===== src/hw/rtl/deadline_timer_queue_top_macros.svh =====
// assertion macros for the deadline timer queue
`ifndef DEADLINE_TIMER_QUEUE_TOP_MACROS_SVH
`define DEADLINE_TIMER_QUEUE_TOP_MACROS_SVH

// same-cycle implication
`define DTQ_ASSERT_NOW(label, ante, cons) \
    label: assert property (@(posedge clk) disable iff (!rst_n) (ante) |-> (cons)) \
        else $error("dtq assertion failed");

// next-cycle implication
`define DTQ_ASSERT_NEXT(label, ante, cons) \
    label: assert property (@(posedge clk) disable iff (!rst_n) (ante) |=> (cons)) \
        else $error("dtq assertion failed");

`endif


===== src/hw/rtl/dtq_pkg.sv =====
// types and constants for the deadline timer queue
package dtq_pkg;

    localparam int ID_BITS     = 31;
    localparam int MAX_RESULTS = 16;
    localparam int CNT_BITS    = $clog2(MAX_RESULTS);

    localparam logic [1:0] CMD_TICK   = 2'd0;
    localparam logic [1:0] CMD_AT     = 2'd1;
    localparam logic [1:0] CMD_AFTER  = 2'd2;
    localparam logic [1:0] CMD_CANCEL = 2'd3;

    localparam logic [1:0] KIND_ASSIGNED = 2'd0;
    localparam logic [1:0] KIND_EXPIRED  = 2'd1;
    localparam logic [1:0] KIND_FULL     = 2'd2;

    typedef struct packed {
        logic [1:0]         cmd;
        logic [47:0]        deadline;
        logic signed [31:0] delay_ms;
        logic [30:0]        target_id;
    } item_t;

    typedef struct packed {
        logic [1:0]  kind;
        logic [30:0] entry_id;
        logic        last;
    } result_t;

    typedef enum logic [2:0] {
        ST_IDLE,
        ST_SCALE,
        ST_SUM,
        ST_SCHED,
        ST_SEARCH,
        ST_INSERT,
        ST_CANCEL,
        ST_EXPIRE
    } state_t;

    typedef enum logic [1:0] {
        OP_HOLD,
        OP_INSERT,
        OP_REMOVE,
        OP_POP
    } op_t;

endpackage


===== src/hw/rtl/dtq_cell.sv =====
// one cell of the sorted deadline chain
module dtq_cell #(
    parameter int TIME_BITS = 48
) (
    input  logic                 clk,
    input  logic                 rst_n,
    input  dtq_pkg::op_t         op,
    input  logic [TIME_BITS-1:0] key_time,
    input  logic [30:0]          key_id,
    input  logic                 prev_valid,
    input  logic                 prev_le,
    input  logic                 prev_hit,
    input  logic [TIME_BITS-1:0] prev_deadline,
    input  logic [30:0]          prev_id,
    input  logic                 next_valid,
    input  logic [TIME_BITS-1:0] next_deadline,
    input  logic [30:0]          next_id,
    output logic                 valid,
    output logic [TIME_BITS-1:0] deadline,
    output logic [30:0]          id,
    output logic                 le,
    output logic                 hit
);
    import dtq_pkg::*;

    logic                 valid_reg, valid_next;
    logic [TIME_BITS-1:0] deadline_reg, deadline_next;
    logic [30:0]          id_reg, id_next;

    assign le  = valid_reg && (deadline_reg <= key_time);
    assign hit = prev_hit || (valid_reg && (id_reg == key_id));

    always_comb
    begin
        valid_next    = valid_reg;
        deadline_next = deadline_reg;
        id_next       = id_reg;
        unique case (op)
            OP_HOLD:
            begin
            end
            OP_INSERT:
            begin
                valid_next = valid_reg || prev_valid;
                if (!le)
                begin
                    if (prev_le)
                    begin
                        deadline_next = key_time;
                        id_next       = key_id;
                    end
                    else
                    begin
                        deadline_next = prev_deadline;
                        id_next       = prev_id;
                    end
                end
            end
            OP_REMOVE:
            begin
                if (hit)
                begin
                    valid_next    = next_valid;
                    deadline_next = next_deadline;
                    id_next       = next_id;
                end
            end
            OP_POP:
            begin
                valid_next    = next_valid;
                deadline_next = next_deadline;
                id_next       = next_id;
            end
            default:
            begin
            end
        endcase
    end

    always_ff @(posedge clk or negedge rst_n)
    begin
        if (!rst_n)
            valid_reg <= 1'b0;
        else
            valid_reg <= valid_next;
    end

    always_ff @(posedge clk)
    begin
        deadline_reg <= deadline_next;
        id_reg       <= id_next;
    end

    assign valid    = valid_reg;
    assign deadline = deadline_reg;
    assign id       = id_reg;

endmodule


===== config.mk =====
export PLATFORM = sky130hd
export DESIGN_NAME = dtq_cell
export DESIGN_NICKNAME = d
export VERILOG_FILES = /design/src/hw/rtl/deadline_timer_queue_top_macros.svh /design/src/hw/rtl/dtq_pkg.sv /design/src/hw/rtl/dtq_cell.sv
export SDC_FILE = /design/constraint.sdc
export NUM_CORES = 1
export LEC_CHECK = 0
export ABC_AREA = 1
export ABC_CLOCK_PERIOD_IN_PS = 6500
export BUFFER_PORTS_ARGS = -buffer_cell sky130_fd_sc_hd__buf_2
export CAP_MARGIN = 20
export CORE_MARGIN = 2
export CORE_UTILIZATION = 35
export CTS_CLUSTER_DIAMETER = 50
export DETAILED_ROUTE_END_ITERATION = 6
export GPL_TIMING_DRIVEN = 1
export HOLD_SLACK_MARGIN = 0.03
export PLACE_DENSITY_LB_ADDON = 0.05
export SLEW_MARGIN = 30
export SYNTH_ARGS = -nofsm -noshare
export SYNTH_HDL_FRONTEND = slang
export SYNTH_SLANG_ARGS = --single-unit

===== constraint.sdc =====
create_clock -name clk -period 6.5 [get_ports clk]
set_input_delay 0.325 -clock clk [delete_from_list [all_inputs] [get_ports clk]]
set_output_delay 0.325 -clock clk [all_outputs]
set_load 0.03 [all_outputs]

======== After elaboration in Yosys (flattened, before gate mapping) ========
Cells that the tools add are included.
cells by class
  magnitude comparators ................... 1
  eq/ne operators ......................... 6
  multiplexer cells ....................... 10
  reductions and logical operators ........ 7
operators by type and width
  kind                count
  $mux 48             3
  $pmux 48 s3         1
  $mux 31             3
  $pmux 31 s3         1
  $le 48x48->1        1
  $eq 31x31->1        1
  $eq 2x2->1 const B  2
  $ne 2x2->1 const B  2
  $pmux 1 s3          1
  $reduce_and 3->1    1
  $reduce_bool 3->1   1
  $eq 2x1->1 const B  1
  $logic_and 1x1->1   2
  $logic_or 1x1->1    2
  $reduce_and 2->1    1
  $mux 1              1
word-level totals
  register bits ........................... 80
  input bits .............................. 245
  output and inout bits ................... 82
  word-level logic and storage cells ...... 27

======== Longest topological paths before layout ========
  word-level depth ........................ 5
  depth in mapped cells ................... 17
  gate-level depth less buffers ........... 17

======== Worst setup path before layout ========
No wires, ideal clock.
  path kind ............................... flip-flop to flip-flop
  start ................................... register deadline_reg[47] (netlist: deadline[47])
  end ..................................... register deadline_reg[0] (netlist: deadline[0]), enable pin
  setup time .............................. 0.433 ns
  arrival ................................. 3.169 ns
  data required time ...................... 6.067 ns
  slack ................................... 2.898 ns
  cell stages (with the launch flop) ...... 14
  buffers on the path ..................... 0
  clock period less this slack ............ 3.602 ns
  path through ............................ edfxtp_1 ha_1 nand2_1 nor2_2 nand2_2 nor2_2 inv_2 nor2_4 nand2_2 nand3_2 nand2_1 nand3_1 nand2_1 inv_1
between the ends
  cells in the longest elaborated chain, start to end .. 4
ends and longest elaborated chain
  what                               line            text
  start, declared                    dtq_cell.sv:27  logic [TIME_BITS-1:0] deadline_reg, deadline_next;
  start signal, assigned             dtq_cell.sv:90  deadline_reg <= deadline_next;
  $le 48x48->1                       dtq_cell.sv:30  assign le = valid_reg && (deadline_reg <= key_time);
  $logic_and 1x1->1                  dtq_cell.sv:30
  $ne 2x2->1 (no source line)        n/a
  $reduce_and 3->1 (no source line)  n/a
Every way passes these cells.
A chain may end at the register's enable or synchronous reset.

======== Final worst setup path ========
  start ................................... register deadline_reg[41] (netlist: deadline[41])
  end ..................................... register deadline_reg[37] (netlist: deadline[37]), enable pin
Same word-level chain as after synthesis.

==> tab_implementation.tex <==
\begin{tabular}{lr}
\hline
Metric & Value \\
\hline
\multicolumn{2}{l}{\textbf{Timing}} \\
Max Clock Freq & between 300 and 400 MHz \\
Final count of negative-setup-slack endpoints & 0 \\
Pins Over Slew Limit & 0 \\
Max-slew headroom & 0.5229 \\
Final setup TNS & 0 ns \\
Hold WS & about 0.27 ns \\
Share of the clock period used by the worst path & 0.4727 \\
Final-report hold violation count & 0 \\
Final Critical Period & around 3 ns \\
Setup repair after global routing missed its margin & no \\
Slew at the pin closest to its max-slew limit & 0.7147 ns \\
Setup skew after layout & just over 0.008 ns \\
PnR worst setup slack & around 3.4 ns \\
\multicolumn{2}{l}{\textbf{Global route}} \\
Antenna violations before repair & 2 \\
Via count of the first global-routing pass & 5758 \\
First-pass GRT wire length & between 20 and 30 mm \\
Total overflow reported by the global router & 0 \\
GRT Overall Usage & 0.2152 \\
Pin count of the biggest net entering global routing & 67 \\
\multicolumn{2}{l}{\textbf{Power}} \\
Part of the total power dissipated in combinational logic & 0.300 \\
Internal power component & roughly 1.2 mW \\
Relative contribution of sequential cells to total power & 0.394 \\
Proportion of total power due to net switching & 0.3280 \\
Switching pwr & between 0.5 and 0.6 mW \\
Leakage power of the design & 4.072 nW \\
PD cells & 216.5 nW/um\^{}2 \\
Maximum ir drop on the vdd rail & around 0.11 mV \\
Relative contribution of the clock network to total power & 0.307 \\
\multicolumn{2}{l}{\textbf{Floorplan}} \\
Die Footprint & 17710 sq um \\
Die W & about 130 um \\
Total core area & $\sim$16000 sq um \\
Starting utilization of the core area & 0.3555 \\
Die outline height & 133.1 um \\
I/O pin total & approximately 330 \\
Row Count & 47 \\
\multicolumn{2}{l}{\textbf{Clock network}} \\
Maximum level of the CTS H-tree & 3 \\
CTS clock-pin slew for the worst setup and hold paths & 0.06 ns \\
Clock tree from TritonCTS & done \\
CTS max path bufs & 2 \\
Clock sink count & 80 \\
Num CTS Buffers & 9 \\
Clock latency reported for the late side of the worst-skew pair & between 0.3 and 0.4 ns \\
Clock Root Buffer & sky130\_fd\_sc\_hd\_\_clkbuf\_16 \\
\multicolumn{2}{l}{\textbf{Place}} \\
Total of buffers placed on input and output ports & about 330 \\
Detailed-placement wirelength estimate & about 15 mm \\
Routability congestion estimate & between 0.8 and 0.9 \\
Total cell area at the placement stage & about 7600 sq um \\
Pre-CTS setup slack & $\sim$3.3 ns \\
\multicolumn{2}{l}{\textbf{Flow run}} \\
Number of max-capacitance violations reported & 0 \\
\multicolumn{2}{l}{\textbf{Route}} \\
Count of routing violations after the opening detailed-route iteration & 249 \\
Post-detailed-routing wire length & roughly 19 mm \\
Antenna Violating Nets Remaining & 0 \\
Remaining design rule violation count & 0 \\
DRT Pass-1 Iters & 5 \\
Vias & 6011 \\
Via-per-instance ratio & 4.610 \\
Drt wl/cell & $\sim$15 um \\
\multicolumn{2}{l}{\textbf{Layout}} \\
Most common cell after layout, fill and taps aside & sky130\_fd\_sc\_hd\_\_buf\_2 \\
Final core utilization & 0.4847 \\
Area grow syn2layout & 36.34\% \\
Layout fillers & 1698 \\
Nets & 1370 \\
Most frequent cells in the layout & sky130\_fd\_sc\_hd\_\_buf\_2 (324), sky130\_fd\_sc\_hd\_\_nand2\_1 (219), sky130\_fd\_sc\_hd\_\_o21ai\_0 (93) \\
Share of post-route cells with drive strength above 1 & 0.3312 \\
Number of flip-flops under the largest register name & 48 \\
Final instance area & slightly below 8000 sq um \\
\multicolumn{2}{l}{\textbf{Min path}} \\
Endpoint of the worst hold-timing path & deadline[22] \\
Hold Crit Depth & 3 \\
Hold path start & next\_deadline[22] \\
Worst hold-check path type & in -> reg \\
\multicolumn{2}{l}{\textbf{Setup path}} \\
Critical path class & reg -> reg \\
Sort of element at the end of the critical path & flip-flop \\
Startpoint class of the critical path & flip-flop \\
Startpoint of the worst-slack reg-to-reg timing path & deadline[41] \\
Arrival time at the worst endpoint & around 3.1 ns \\
Length in cells of the worst reg-to-reg path & 14 \\
Worst reg2reg path endpoint & deadline[37] \\
Critical path fanouts, max & between 40 and 50 \\
Reg2reg setup slack & about 3.4 ns \\
CP required & 6.48 ns \\
\multicolumn{2}{l}{\textbf{Logic synthesis}} \\
Synth Register Bits & 80 \\
Post-synthesis area per instance & around 7.6 sq um \\
Cell area after synthesis & 5833 sq um \\
Sequential share of the synthesized area & 0.4110 \\
Mapped Nets & around 1100 \\
Warnings from Yosys & 0 \\
Synth unique cells & 31 \\
Number of standard cells after synthesis & approximately 770 \\
\multicolumn{2}{l}{\textbf{Status}} \\
Result of the run & finished, final reports clean \\
\hline
\end{tabular}
==> cell usage after synthesis <==
cell | number | area, sq um
sky130_fd_sc_hd__nor3_1 | 2 | 10.01
sky130_fd_sc_hd__buf_2 | 9 | 45.04
sky130_fd_sc_hd__ha_1 | 48 | 600.6
sky130_fd_sc_hd__buf_4 | 1 | 7.510
sky130_fd_sc_hd__nand3_1 | 5 | 25.02
sky130_fd_sc_hd__buf_1 | 3 | 11.26
sky130_fd_sc_hd__nand4_1 | 9 | 56.30
sky130_fd_sc_hd__o21ai_1 | 4 | 20.02
sky130_fd_sc_hd__or2_0 | 4 | 25.02
sky130_fd_sc_hd__nand4_2 | 1 | 12.51
sky130_fd_sc_hd__or2_1 | 4 | 25.02
sky130_fd_sc_hd__nor2_1 | 54 | 202.7
sky130_fd_sc_hd__xnor2_1 | 8 | 70.07
sky130_fd_sc_hd__inv_2 | 2 | 7.510
sky130_fd_sc_hd__edfxtp_1 | 79 | 2372
sky130_fd_sc_hd__o211ai_1 | 4 | 30.03
sky130_fd_sc_hd__nor2_2 | 2 | 12.51
sky130_fd_sc_hd__inv_1 | 92 | 345.3
sky130_fd_sc_hd__nor2_4 | 2 | 22.52
sky130_fd_sc_hd__xor2_1 | 2 | 17.52
sky130_fd_sc_hd__dfrtp_1 | 1 | 25.02
sky130_fd_sc_hd__o21a_1 | 2 | 15.01
sky130_fd_sc_hd__clkinv_1 | 1 | 3.750
sky130_fd_sc_hd__a21o_1 | 2 | 15.01
sky130_fd_sc_hd__o21ai_0 | 93 | 465.5
sky130_fd_sc_hd__nand3_2 | 1 | 10.01
sky130_fd_sc_hd__nand2_2 | 6 | 37.54
sky130_fd_sc_hd__clkbuf_1 | 21 | 78.83
sky130_fd_sc_hd__nand2_1 | 219 | 822.0
sky130_fd_sc_hd__a21oi_1 | 87 | 435.4
sky130_fd_sc_hd__o22ai_1 | 1 | 6.260
==> power groups by stage <==
stage | Combinational (mW) | Sequential, mW | Clock, mW
floorplan | 0.212 | 0.796 | 0
global placement | 0.523 | 0.687 | 0
detailed placement | 0.522 | 0.688 | 0
CTS | 0.525 | 0.678 | 0.541
global route | 0.577 | 0.685 | 0.566
finish | 0.516 | 0.678 | 0.528
==> area by class of cell <==
class | instances | area, sq um | area share
Clock inverter | 5 | 72.57 | 0.009125
Sequential cell | 80 | 2397 | 0.3014
Tap cell | 220 | 275.3 | 0.03461
Timing Repair Buffer | 331 | 1677 | 0.2108
Multi-Input combinational cell | 560 | 2937 | 0.3693
Clock buffer | 10 | 229.0 | 0.02879
Inverter | 95 | 357.8 | 0.04500
Antenna cell | 3 | 7.507 | 0.0009440
==> worst max-delay path, stage by stage (launching register included) <==
cell and delay (ns):
sky130_fd_sc_hd__edfxtp_1 0.39, sky130_fd_sc_hd__ha_1 0.31, sky130_fd_sc_hd__nand2_1 0.06, sky130_fd_sc_hd__nor2_1 0.15
sky130_fd_sc_hd__nand2_2 0.09, sky130_fd_sc_hd__nor2_2 0.16, sky130_fd_sc_hd__inv_2 0.06, sky130_fd_sc_hd__nor2_4 0.09
sky130_fd_sc_hd__nand2_2 0.06, sky130_fd_sc_hd__nand3_2 0.07, sky130_fd_sc_hd__nand2_1 0.05, sky130_fd_sc_hd__nand3_1 0.06
sky130_fd_sc_hd__nand2_1 0.06, sky130_fd_sc_hd__clkinv_2 0.50, sky130_fd_sc_hd__buf_4 0.58
==> routing by layer <==
layer  track usage  share of wire  up-vias
li1              -              -     3168
met1        0.2724           0.44     2618
met2        0.3630           0.47      205
met3       0.06012          0.073       20
met4       0.05851          0.017        0
met5             0              0        -
==> kinds of logic (layout without fill, tap and decap cells) <==
kind of cell               count (synthesis)  count (layout)  synth area share
buffers and inverters                    129             441           0.08559
adders and majority gates                 48              48            0.1030
AOI/OAI and AO/OA                        193             193            0.1692
xor gates and xnor gates                  10              10           0.01502
and+or+nand+nor                          309             309            0.2162
DFF                                       80              80            0.4110
other                                      0               3                 0
==> repair_timing <==
action	CTS	global route
hold buffers	1	0
resized for setup	0	0
setup buffers	0	0
endpoints found under the hold margin	1	0
==> worst max path at each step <==
stage / start / to / slack [ns] / cells past startpoint
floorplan: deadline[47] / deadline[0] / 2.90 / 13
finish: deadline[41] / deadline[37] / 3.43 / 14
detailed placement: key_time[43] / deadline[36] / 3.32 / 16
global placement: key_time[43] / id[13] / 3.34 / 16
CTS: deadline[41] / id[10] / 3.37 / 14
global route: deadline[31] / id[10] / 3.13 / 12
==> per-stage QoR <==
step           instances  power [mW]
3_5_place_dp        1285       1.211
4_1_cts             1301       1.744
3_3_place_gp        1285       1.210
5_1_grt             1302       1.828
6_report            1304       1.722
2_1_floorplan        769       1.008
Power figures use the tool's default switching activity.
